[src/rtl/olce_pkg.sv]
// shared types, command codes and status codes for the ordered char list engine
// no dependencies; imported by olce_cell, ordered_char_list_engine_core, olce_result_checker and testbench
package olce_pkg;

    // default list capacity
    localparam int DEPTH_DEFAULT = 16;

    // command codes of the input transaction
    localparam logic [2:0] OP_PUSH_FRONT = 3'd0;
    localparam logic [2:0] OP_PUSH_BACK  = 3'd1;
    localparam logic [2:0] OP_POP_FRONT  = 3'd2;
    localparam logic [2:0] OP_POP_BACK   = 3'd3;
    localparam logic [2:0] OP_REMOVE     = 3'd4;
    localparam logic [2:0] OP_DUMP       = 3'd5;

    // status codes of the result transaction
    localparam logic [1:0] ST_OK       = 2'd0;
    localparam logic [1:0] ST_EMPTY    = 2'd1;
    localparam logic [1:0] ST_FULL     = 2'd2;
    localparam logic [1:0] ST_NOTFOUND = 2'd3;

    // per-cycle commands broadcast to every cell of the chain
    localparam logic [2:0] CELL_HOLD       = 3'd0;
    localparam logic [2:0] CELL_PUSH_FRONT = 3'd1;
    localparam logic [2:0] CELL_PUSH_BACK  = 3'd2;
    localparam logic [2:0] CELL_POP_FRONT  = 3'd3;
    localparam logic [2:0] CELL_REMOVE     = 3'd4;
    localparam logic [2:0] CELL_ROTATE     = 3'd5;

    typedef struct packed {
        logic [2:0] op;
        logic [7:0] key_char;
    } in_item_t;

    typedef struct packed {
        logic [1:0] status;
        logic [7:0] out_char;
        logic       last;
        logic [4:0] count;
    } out_item_t;

    typedef struct packed {
        logic [2:0] cmd;
        logic [7:0] key;
    } cell_ctrl_t;

endpackage

[src/rtl/olce_cell.sv]
// one storage cell of the list chain: holds one character at a fixed position
// depends on olce_pkg for the cell command codes and control struct
module olce_cell #(
    parameter int INDEX = 0,
    parameter int LEN_W = 5
) (
    input  logic                aclk,
    input  olce_pkg::cell_ctrl_t ctrl,
    input  logic [LEN_W-1:0]    len,
    input  logic [7:0]          left_data,
    input  logic [7:0]          right_data,
    input  logic [7:0]          head_data,
    input  logic                hit_in,
    output logic                hit_out,
    output logic [7:0]          data
);
    import olce_pkg::*;

    localparam logic [LEN_W-1:0] POS      = LEN_W'(INDEX);
    localparam logic [LEN_W-1:0] POS_NEXT = LEN_W'(INDEX + 1);

    logic [7:0] data_reg;
    logic [7:0] data_next;
    logic       in_list;
    logic       is_tail;
    logic       at_end;

    // position of this cell relative to the current list
    assign in_list = POS < len;
    assign is_tail = POS_NEXT == len;
    assign at_end  = POS == len;

    // first-match chain: set from the matching cell onward
    assign hit_out = hit_in | (in_list && (data_reg == ctrl.key));

    // next value of the stored character
    always_comb begin
        data_next = data_reg;
        case (ctrl.cmd)
            CELL_PUSH_FRONT: data_next = left_data;
            CELL_PUSH_BACK: begin
                if (at_end) data_next = ctrl.key;
            end
            CELL_POP_FRONT: data_next = right_data;
            CELL_REMOVE: begin
                if (hit_out) data_next = right_data;
            end
            CELL_ROTATE: begin
                if (is_tail) begin
                    data_next = head_data;
                end else if (in_list) begin
                    data_next = right_data;
                end
            end
            default: data_next = data_reg;
        endcase
    end

    always_ff @(posedge aclk) begin
        data_reg <= data_next;
    end

    assign data = data_reg;

endmodule

[src/rtl/ordered_char_list_engine_core.sv]
// top level of the ordered char list engine: control, length and result register
// depends on olce_pkg and instantiates a chain of DEPTH olce_cell instances
//
//  channel | ports                     | payload
//  --------+---------------------------+-----------------------------------
//  input   | s_valid, s_ready, s_data  | in_item_t  {op, key_char}
//  result  | m_valid, m_ready, m_data  | out_item_t {status, out_char, last, count}
//
// an edit command updates the cell chain and registers its result at the same
// clock edge; a dump gives no result in its accept cycle, then one element per
// cycle while the result register is free or being drained, rotating the chain
// once per emitted element so the list is back in place after the last one.
// aresetn is synchronous, active low, and empties the list (cell contents stay).
// a stalled result holds the chain; a new transaction is taken once the result
// register is free or being drained and no dump is in progress.
module ordered_char_list_engine_core #(
    parameter int DEPTH = olce_pkg::DEPTH_DEFAULT
) (
    input  logic                aclk,
    input  logic                aresetn,
    input  logic                s_valid,
    output logic                s_ready,
    input  olce_pkg::in_item_t  s_data,
    output logic                m_valid,
    input  logic                m_ready,
    output olce_pkg::out_item_t m_data
);
    import olce_pkg::*;

    localparam int LEN_W = $clog2(DEPTH + 1);
    localparam logic [LEN_W-1:0] LEN_FULL = LEN_W'(DEPTH);
    localparam logic [LEN_W-1:0] LEN_ONE  = LEN_W'(1);

    localparam logic S_IDLE = 1'b0;
    localparam logic S_DUMP = 1'b1;

    logic             state_reg, state_next;
    logic [LEN_W-1:0] len_reg, len_next;
    logic [LEN_W-1:0] dump_cnt_reg, dump_cnt_next;
    logic             m_valid_reg, m_valid_next;
    out_item_t        out_reg, out_next;

    cell_ctrl_t       ctrl;
    logic [7:0]       cell_data [DEPTH];
    logic [DEPTH:0]   hit;
    logic             out_free;
    logic             accept;
    logic             full;
    logic             empty;
    logic             dump_last;
    logic [LEN_W+4:0] len_wide;

    // cell chain
    assign hit[0] = 1'b0;

    for (genvar g = 0; g < DEPTH; g++) begin : g_cell
        logic [7:0] left_d;
        logic [7:0] right_d;
        if (g == 0) begin : g_first
            assign left_d = ctrl.key;
        end else begin : g_mid
            assign left_d = cell_data[g-1];
        end
        if (g == DEPTH - 1) begin : g_lastc
            assign right_d = cell_data[g];
        end else begin : g_inner
            assign right_d = cell_data[g+1];
        end
        olce_cell #(
            .INDEX(g),
            .LEN_W(LEN_W)
        ) u_cell (
            .aclk      (aclk),
            .ctrl      (ctrl),
            .len       (len_reg),
            .left_data (left_d),
            .right_data(right_d),
            .head_data (cell_data[0]),
            .hit_in    (hit[g]),
            .hit_out   (hit[g+1]),
            .data      (cell_data[g])
        );
    end

    // handshake
    assign out_free = !m_valid_reg || m_ready;
    assign s_ready  = (state_reg == S_IDLE) && out_free;
    assign accept   = s_valid && s_ready;
    assign full     = len_reg == LEN_FULL;
    assign empty    = len_reg == '0;
    assign dump_last = (dump_cnt_reg + LEN_ONE) == len_reg;

    // count field carries the low five bits of the new length
    assign len_wide = (LEN_W + 5)'(len_next);

    // command decode and result build
    always_comb begin
        state_next    = state_reg;
        len_next      = len_reg;
        dump_cnt_next = dump_cnt_reg;
        m_valid_next  = m_valid_reg && !m_ready;
        ctrl.cmd      = CELL_HOLD;
        ctrl.key      = s_data.key_char;
        out_next      = out_reg;

        case (state_reg)
            S_IDLE: begin
                if (accept) begin
                    out_next.status   = ST_OK;
                    out_next.out_char = 8'd0;
                    out_next.last     = 1'b1;
                    m_valid_next      = 1'b1;
                    case (s_data.op)
                        OP_PUSH_FRONT, OP_PUSH_BACK: begin
                            if (full) begin
                                out_next.status = ST_FULL;
                            end else begin
                                ctrl.cmd = (s_data.op == OP_PUSH_FRONT) ?
                                           CELL_PUSH_FRONT : CELL_PUSH_BACK;
                                len_next = len_reg + LEN_ONE;
                            end
                        end
                        OP_POP_FRONT, OP_POP_BACK: begin
                            if (empty) begin
                                out_next.status = ST_EMPTY;
                            end else begin
                                if (s_data.op == OP_POP_FRONT) ctrl.cmd = CELL_POP_FRONT;
                                len_next = len_reg - LEN_ONE;
                            end
                        end
                        OP_REMOVE: begin
                            ctrl.cmd = CELL_REMOVE;
                            if (hit[DEPTH]) begin
                                len_next = len_reg - LEN_ONE;
                            end else begin
                                out_next.status = ST_NOTFOUND;
                            end
                        end
                        OP_DUMP: begin
                            if (empty) begin
                                out_next.status = ST_EMPTY;
                            end else begin
                                m_valid_next  = 1'b0;
                                state_next    = S_DUMP;
                                dump_cnt_next = '0;
                            end
                        end
                        default: out_next.status = ST_OK;
                    endcase
                    out_next.count = len_wide[4:0];
                end
            end
            S_DUMP: begin
                // once the result register is free, emit the head and rotate the list by one
                if (out_free) begin
                    ctrl.cmd          = CELL_ROTATE;
                    out_next.status   = ST_OK;
                    out_next.out_char = cell_data[0];
                    out_next.last     = dump_last;
                    out_next.count    = len_wide[4:0];
                    m_valid_next      = 1'b1;
                    dump_cnt_next     = dump_cnt_reg + LEN_ONE;
                    if (dump_last) state_next = S_IDLE;
                end
            end
            default: state_next = S_IDLE;
        endcase
    end

    // control registers
    always_ff @(posedge aclk) begin
        if (!aresetn) begin
            state_reg    <= S_IDLE;
            len_reg      <= '0;
            dump_cnt_reg <= '0;
            m_valid_reg  <= 1'b0;
        end else begin
            state_reg    <= state_next;
            len_reg      <= len_next;
            dump_cnt_reg <= dump_cnt_next;
            m_valid_reg  <= m_valid_next;
        end
    end

    // result payload
    always_ff @(posedge aclk) begin
        out_reg <= out_next;
    end

    assign m_valid = m_valid_reg;
    assign m_data  = out_reg;

endmodule

[config.mk]
export PLATFORM = sky130hd
export DESIGN_NAME = ordered_char_list_engine_core
export DESIGN_NICKNAME = d
export VERILOG_FILES = /design/src/rtl/olce_pkg.sv /design/src/rtl/olce_cell.sv /design/src/rtl/ordered_char_list_engine_core.sv
export SDC_FILE = /design/constraint.sdc
export NUM_CORES = 1
export LEC_CHECK = 0
export ABC_AREA = 1
export BUFFER_PORTS_ARGS = -buffer_cell sky130_fd_sc_hd__buf_2
export CAP_MARGIN = 15
export CORE_ASPECT_RATIO = 0.9
export CORE_UTILIZATION = 49
export DETAILED_ROUTE_END_ITERATION = 7
export MAX_ROUTING_LAYER = met4
export PLACE_DENSITY = 0.76
export SLEW_MARGIN = 30
export SYNTH_ARGS = -nofsm -noshare
export SYNTH_HDL_FRONTEND = slang
export SYNTH_SLANG_ARGS = --single-unit
export TNS_END_PERCENT = 20
[constraint.sdc]
create_clock -name aclk -period 3.3 [get_ports aclk]
set_input_delay 0.66 -clock aclk [delete_from_list [all_inputs] [get_ports aclk]]
set_output_delay 0.66 -clock aclk [all_outputs]
set_load 0.01 [all_outputs]
* After elaboration in Yosys (flattened, before gate mapping)
Index checks and enable logic that the tools add are counted.
** Cells by class
- Reductions and logical operators :: 47
- Multiplexer cells :: 115
- $add $sub $neg :: 3
- Bitwise gates (word level) :: 16
- Equality and inequality tests :: 96
- Magnitude comparators :: 16
** Operators with widths (count)
- $pmux 8 s5 :: 15
- $mux 8 :: 62
- $eq 8x8->1 :: 16
- $ne 2x1->1 const B :: 34
- $reduce_and 4->1 :: 15
- $mux 5 :: 9
- $ne 3x1->1 const B :: 14
- $eq 4x5->1 const A :: 8
- $lt 4x5->1 const A :: 8
- $mux 16 :: 2
- $pmux 16 s2 :: 1
- $pmux 8 s3 :: 1
- $eq 3x5->1 const A :: 4
- $lt 3x5->1 const A :: 4
- $logic_and 1x1->1 :: 19
- $or 1x1->1 :: 15
- $pmux 5 s3 :: 1
- $eq 3x2->1 const B :: 4
- $eq 3x3->1 const B :: 4
- $mux 2 :: 6
- $add 5x1->5 const B :: 2
- $eq 2x5->1 const A :: 2
- $lt 1x5->1 const A :: 2
- $lt 2x5->1 const A :: 2
- other kinds (26) :: 43
** Storage, ports and cells
- Bits in registers :: 156
- Word-level logic and storage cells :: 317
- Output and inout bits :: 18
- Input bits :: 15

* Longest topological paths before layout
- Word-level depth :: 23
- Mapped depth :: 19
- Gate-level depth less buffers :: 18

* By module
From an unflattened synthesis, not the netlist that was laid out.
** Second synthesis, totals
- Cells, all modules :: 2220
- Area, all modules :: 15001.9 um^2
** By module, submodules not included
- ordered_char_list_engine_core :: times used 1, cells each 209, sequential area each 720.7 um^2, area an instance 1665.3 um^2
- olce_cell (g_cell[11].u_cell) :: times used 1, cells each 136, sequential area each 240.2 um^2, area an instance 903.4 um^2
- olce_cell (g_cell[1].u_cell) :: times used 1, cells each 118, sequential area each 240.2 um^2, area an instance 892.1 um^2
- olce_cell (g_cell[10].u_cell) :: times used 1, cells each 126, sequential area each 240.2 um^2, area an instance 879.6 um^2
- olce_cell (g_cell[12].u_cell) :: times used 1, cells each 125, sequential area each 240.2 um^2, area an instance 875.8 um^2
- olce_cell (g_cell[13].u_cell) :: times used 1, cells each 123, sequential area each 240.2 um^2, area an instance 867.1 um^2
- olce_cell (g_cell[3].u_cell) :: times used 1, cells each 133, sequential area each 240.2 um^2, area an instance 860.8 um^2
- olce_cell (g_cell[7].u_cell) :: times used 1, cells each 131, sequential area each 240.2 um^2, area an instance 839.6 um^2
- olce_cell (g_cell[5].u_cell) :: times used 1, cells each 127, sequential area each 240.2 um^2, area an instance 838.3 um^2
- olce_cell (g_cell[15].u_cell) :: times used 1, cells each 128, sequential area each 240.2 um^2, area an instance 827.0 um^2
- olce_cell (g_cell[8].u_cell) :: times used 1, cells each 126, sequential area each 240.2 um^2, area an instance 814.5 um^2
- olce_cell (g_cell[6].u_cell) :: times used 1, cells each 115, sequential area each 240.2 um^2, area an instance 807.0 um^2
- olce_cell (g_cell[4].u_cell) :: times used 1, cells each 126, sequential area each 240.2 um^2, area an instance 799.5 um^2
- olce_cell (g_cell[0].u_cell) :: times used 1, cells each 128, sequential area each 240.2 um^2, area an instance 797.0 um^2
- +3 rows

* Worst setup path after synthesis
Ideal clock, no wire load.
- Kind :: flip-flop to flip-flop
- Start :: register len_reg[1]
- End :: register g_cell[9].u_cell.data_reg[0], enable pin
- Setup slack :: 0.340 ns
- Stages on the path, launching flop included :: 18
- Library setup time :: 0.383 ns
- Arrival :: 2.577 ns
- Required time :: 2.917 ns
- Clock period less this slack :: 2.960 ns
- Buffers on the path :: 1
- Path through :: dfxtp_1 -> clkbuf_2 -> inv_1 -> ha_1 -> inv_1 -> nor2_2 -> nand2_2 -> nand2_2 -> nand2_2 -> nand3_4 -> nand2_4 -> nor2_8 -> inv_4 -> nand2_2 -> inv_2 -> nand2_8 -> inv_2 -> nor3_1
** On the way
- Cells in the longest elaborated chain, start to end :: 13
- Elaborated cells between the ends (all ways) :: 48
- Classes of those cells :: order compare (10); eq/ne (11); mux (5); bitwise (9); reduce/logical (13)
** Ends and longest elaborated chain
- start, declared :: RTL line ordered_char_list_engine_core.sv:38 : logic [LEN_W-1:0] len_reg, len_next;
- start signal, assigned :: RTL line ordered_char_list_engine_core.sv:179 : len_reg <= len_next;
- $lt 1x5->1 :: RTL line olce_cell.sv:29 : assign in_list = POS < len;
- $logic_and 1x1->1 :: RTL line olce_cell.sv:34 : assign hit_out = hit_in | (in_list && (data_reg == ctrl.key));
- $or 1x1->1 (9 in series) :: RTL line olce_cell.sv:34
- $ne 2x1->1 (no source line)
- $reduce_and 4->1 (no source line) (*)
- end signal, assigned :: RTL line olce_cell.sv:60 : data_reg <= data_next;
- end, declared :: RTL line olce_cell.sv:22 : logic [7:0] data_reg;
Every way passes the cells marked *; elsewhere a longest branch is shown, timed or not.
A chain may end at the register's enable or synchronous reset.

* Worst setup path in the final report
- Start :: register len_reg[2]
- End :: register g_cell[11].u_cell.data_reg[4], enable pin
** On the way
- Cells in the longest elaborated chain, start to end :: 15
- Elaborated cells between the ends (all ways) :: 54
- Classes of those cells :: order compare (12); eq/ne (11); mux (5); bitwise (11); reduce/logical (15)
** Ends and longest elaborated chain (RTL line)
- $lt 1x5->1 :: olce_cell.sv:29
- $logic_and 1x1->1 :: olce_cell.sv:34
- $or 1x1->1 (11 in series) :: olce_cell.sv:34
- $ne 2x1->1 (no source line)
- $reduce_and 4->1 (no source line) (*)
- end signal, assigned :: olce_cell.sv:60
- end, declared :: olce_cell.sv:22
Marked as above.

==> flow_metrics.tcl <==
set metrics [dict create \
    ant_nets 0 \
    ys_seq_area_frac 0.413 \
    maxSlewViolCount 0 \
    grt_usage 0.380 \
    cts_buffers 17 \
    cts_setup_buffers 0 \
    tightestPinTransition_ps 982 \
    critPathMaxFanout 10 \
    ctsLongestPathBuffers 2 \
    postCtsResizedCells 0 \
    cts.sinks 156 \
    wl_per_cell_um 24.3 \
    design_area_um2 12400 \
    htreeDepth 4 \
    grt_pass1_vias 10200 \
    cp-start-kind "flop" \
    routed_via_density 6.26 \
    rrSetupSlack_ps 330 \
    syn_inst 1363 \
    synth_edf_count 144 \
    reg2regPathDepth 14 \
    ios 33 \
    largest_reg_flops 128 \
    period_share 0.901 \
    fin_crit_ps 2970 \
    status "completed" \
    slew_headroom 0.345 \
    clkTransAtPathRegs_ps 60 \
    startpoint "len_reg[2]" \
    cp.arrival_ps 3050 \
    layout_common_cells "nand2_1, edfxtp_1, inv_1, nor2_1, o2111ai_1" \
    grt_max_degree 58 \
    r2r-end "g_cell[11].u_cell.data[4]" \
    area_growth_pct 11.8 \
    drive_gt1_frac 0.146 \
    pre_cts_ws_ps 173 \
    globalRouteOverflowTotal 0 \
    tns_ps 0 \
    vdd_ir_drop_max_mv 0.356 \
    clk_latency_ps 450 \
    avgSynthCellArea_um2 8.11 \
    nFillCells 1997 \
    ys_seq_elements 156 \
    gp_congestion 1.05 \
    synth_flop_cell "edfxtp_1" \
    cts.hold.buffers_added 0 \
    critPathRequiredTime_ps 3370 \
    rows 51 \
    cap_viol_max_count 0 \
    fp.dieH_um 145 \
    core_um2 21900 \
    first_pass_iters 6 \
    max_freq_ghz 0.336 \
    syn_area_um2 11100 \
    num_vias 10800 \
    start_util 0.505 \
    ys_warn_count 0 \
    clock_skew_ps 16.6 \
    rsz0062_at_grt "no" \
    drt_iter0_markers 1648 \
    die-area_um2 23200 \
    holdCritPathClass "reg2reg" \
    syn_nets 1384 \
    antenna_found_initial 1 \
    die_w_um 160 \
    dp_hpwl_mm 30.8 \
    routed_wirelength_mm 42.1 \
    r2r_start "len_reg[2]" \
    fin_nets 1446 \
    final_hold_viol_count 0 \
    port_buffers 32 \
    cts-root-buf "clkbuf_16" \
    worst_slack_ps 326 \
    p_leak_nw 5.21 \
    final-setup-viol-count 0 \
    ys_async_sr_fraction 0 \
    critical_path.endpoint "g_cell[11].u_cell.data[4]" \
    grt_pass1_wl_mm 62.7 \
    p_per_area_nw_per_um2 510 \
    endpoint_kind "flop" \
    cts_tree "built" \
    yosysUniqueCellTypes 58 \
    drcViolationCount 0 \
    layout_commonest_cell "nand2_1" \
    worstSetupPathType "reg2reg" \
    dpl_cell_area_um2 11800 \
]
through the flow:
step,hold WS (ps),total power (W),cells,util
after floorplan,451,0.00366,1363,-
after global placement,463,0.00415,1697,0.537
after detailed placement,475,0.00417,1697,0.537
after CTS,481,0.00625,1728,0.565
after global routing,509,0.00650,1729,0.565
final,480,0.00630,1729,0.565
worst max-delay path, cell delays in order (launching register included):
cell,delay (ps)
dfxtp_1,730
inv_4,120
nand2_1,140
nor2_2,60
nand2_1,110
nand2_1,60
inv_1,110
nand3_1,120
nand2_1,140
inv_2,50
nand2_2,100
nor2_4,50
nand3_2,110
nor3b_2,80
a21oi_1,610
cell usage after synthesis (6+ instances only):
master | count | share of area
nand3_1 | 51 | 0.023
inv_1 | 135 | 0.046
a21oi_1 | 62 | 0.028
nand4_1 | 10 | 0.0057
buf_2 | 19 | 0.0086
nand2_1 | 414 | 0.14
xnor2_1 | 65 | 0.051
inv_2 | 13 | 0.0044
a22oi_1 | 9 | 0.0061
buf_4 | 10 | 0.0068
clkbuf_1 | 13 | 0.0044
nor2_2 | 8 | 0.0045
xor2_1 | 21 | 0.017
buf_6 | 14 | 0.014
edfxtp_1 | 144 | 0.39
nand2_2 | 12 | 0.0068
o21ai_0 | 36 | 0.016
o21ai_4 | 7 | 0.010
dfxtp_1 | 12 | 0.022
a211oi_1 | 7 | 0.0048
nor3_1 | 8 | 0.0036
o22ai_1 | 12 | 0.0068
nor2_4 | 8 | 0.0081
o2111ai_1 | 81 | 0.064
ha_1 | 6 | 0.0068
nor2_1 | 115 | 0.039
o21ai_1 | 6 | 0.0027
worst min-delay path by stage:
stage | startpoint | to | cells after the start
2_1_floorplan | dump_cnt_reg[4] | dump_cnt_reg[4] | 2
3_3_place_gp | dump_cnt_reg[4] | dump_cnt_reg[4] | 2
3_5_place_dp | dump_cnt_reg[4] | dump_cnt_reg[4] | 2
4_1_cts | s_valid | m_valid | 3
5_1_grt | s_valid | m_valid | 3
6_report | dump_cnt_reg[4] | dump_cnt_reg[4] | 2
cells by family after synthesis:
kind of cell               after synthesis  share of synthesized area
xor gates and xnor gates                86                     0.0681
buffers and inverters                  212                     0.0890
and+or+nand+nor                        650                      0.257
AOI/OAI and AO/OA                      253                      0.167
adders and majority gates                6                    0.00679
DFF                                    156                      0.413
metal layers:
layer / vias to the layer above / wire length (um) / global-route usage
met1: 5006 / 16300 / 0.482
li1: 4771 / - / -
met2: 857 / 17900 / 0.560
met4: 0 / 2350 / 0.190
met5: - / 0 / -
met3: 198 / 5510 / 0.104
power by group:
part | internal (W) | switching, W
logic | 0.000509 | 0.000955
clock network | 0.00126 | 0.000843
registers | 0.00249 | 0.000245
total | 0.00426 | 0.00204
final cells by class:
cell class	instances	area, um^2	area share
diodes	1	2.50	0.000202
clock buffers	20	437	0.0353
clock inverters	11	169	0.0137
inverters	154	588	0.0476
multi-input cells	995	5510	0.446
flip-flops and latches	156	4560	0.369
well taps	291	364	0.0295
repair buffers	101	728	0.0589
No activity file was read; power rests on OpenSTA's default activity.
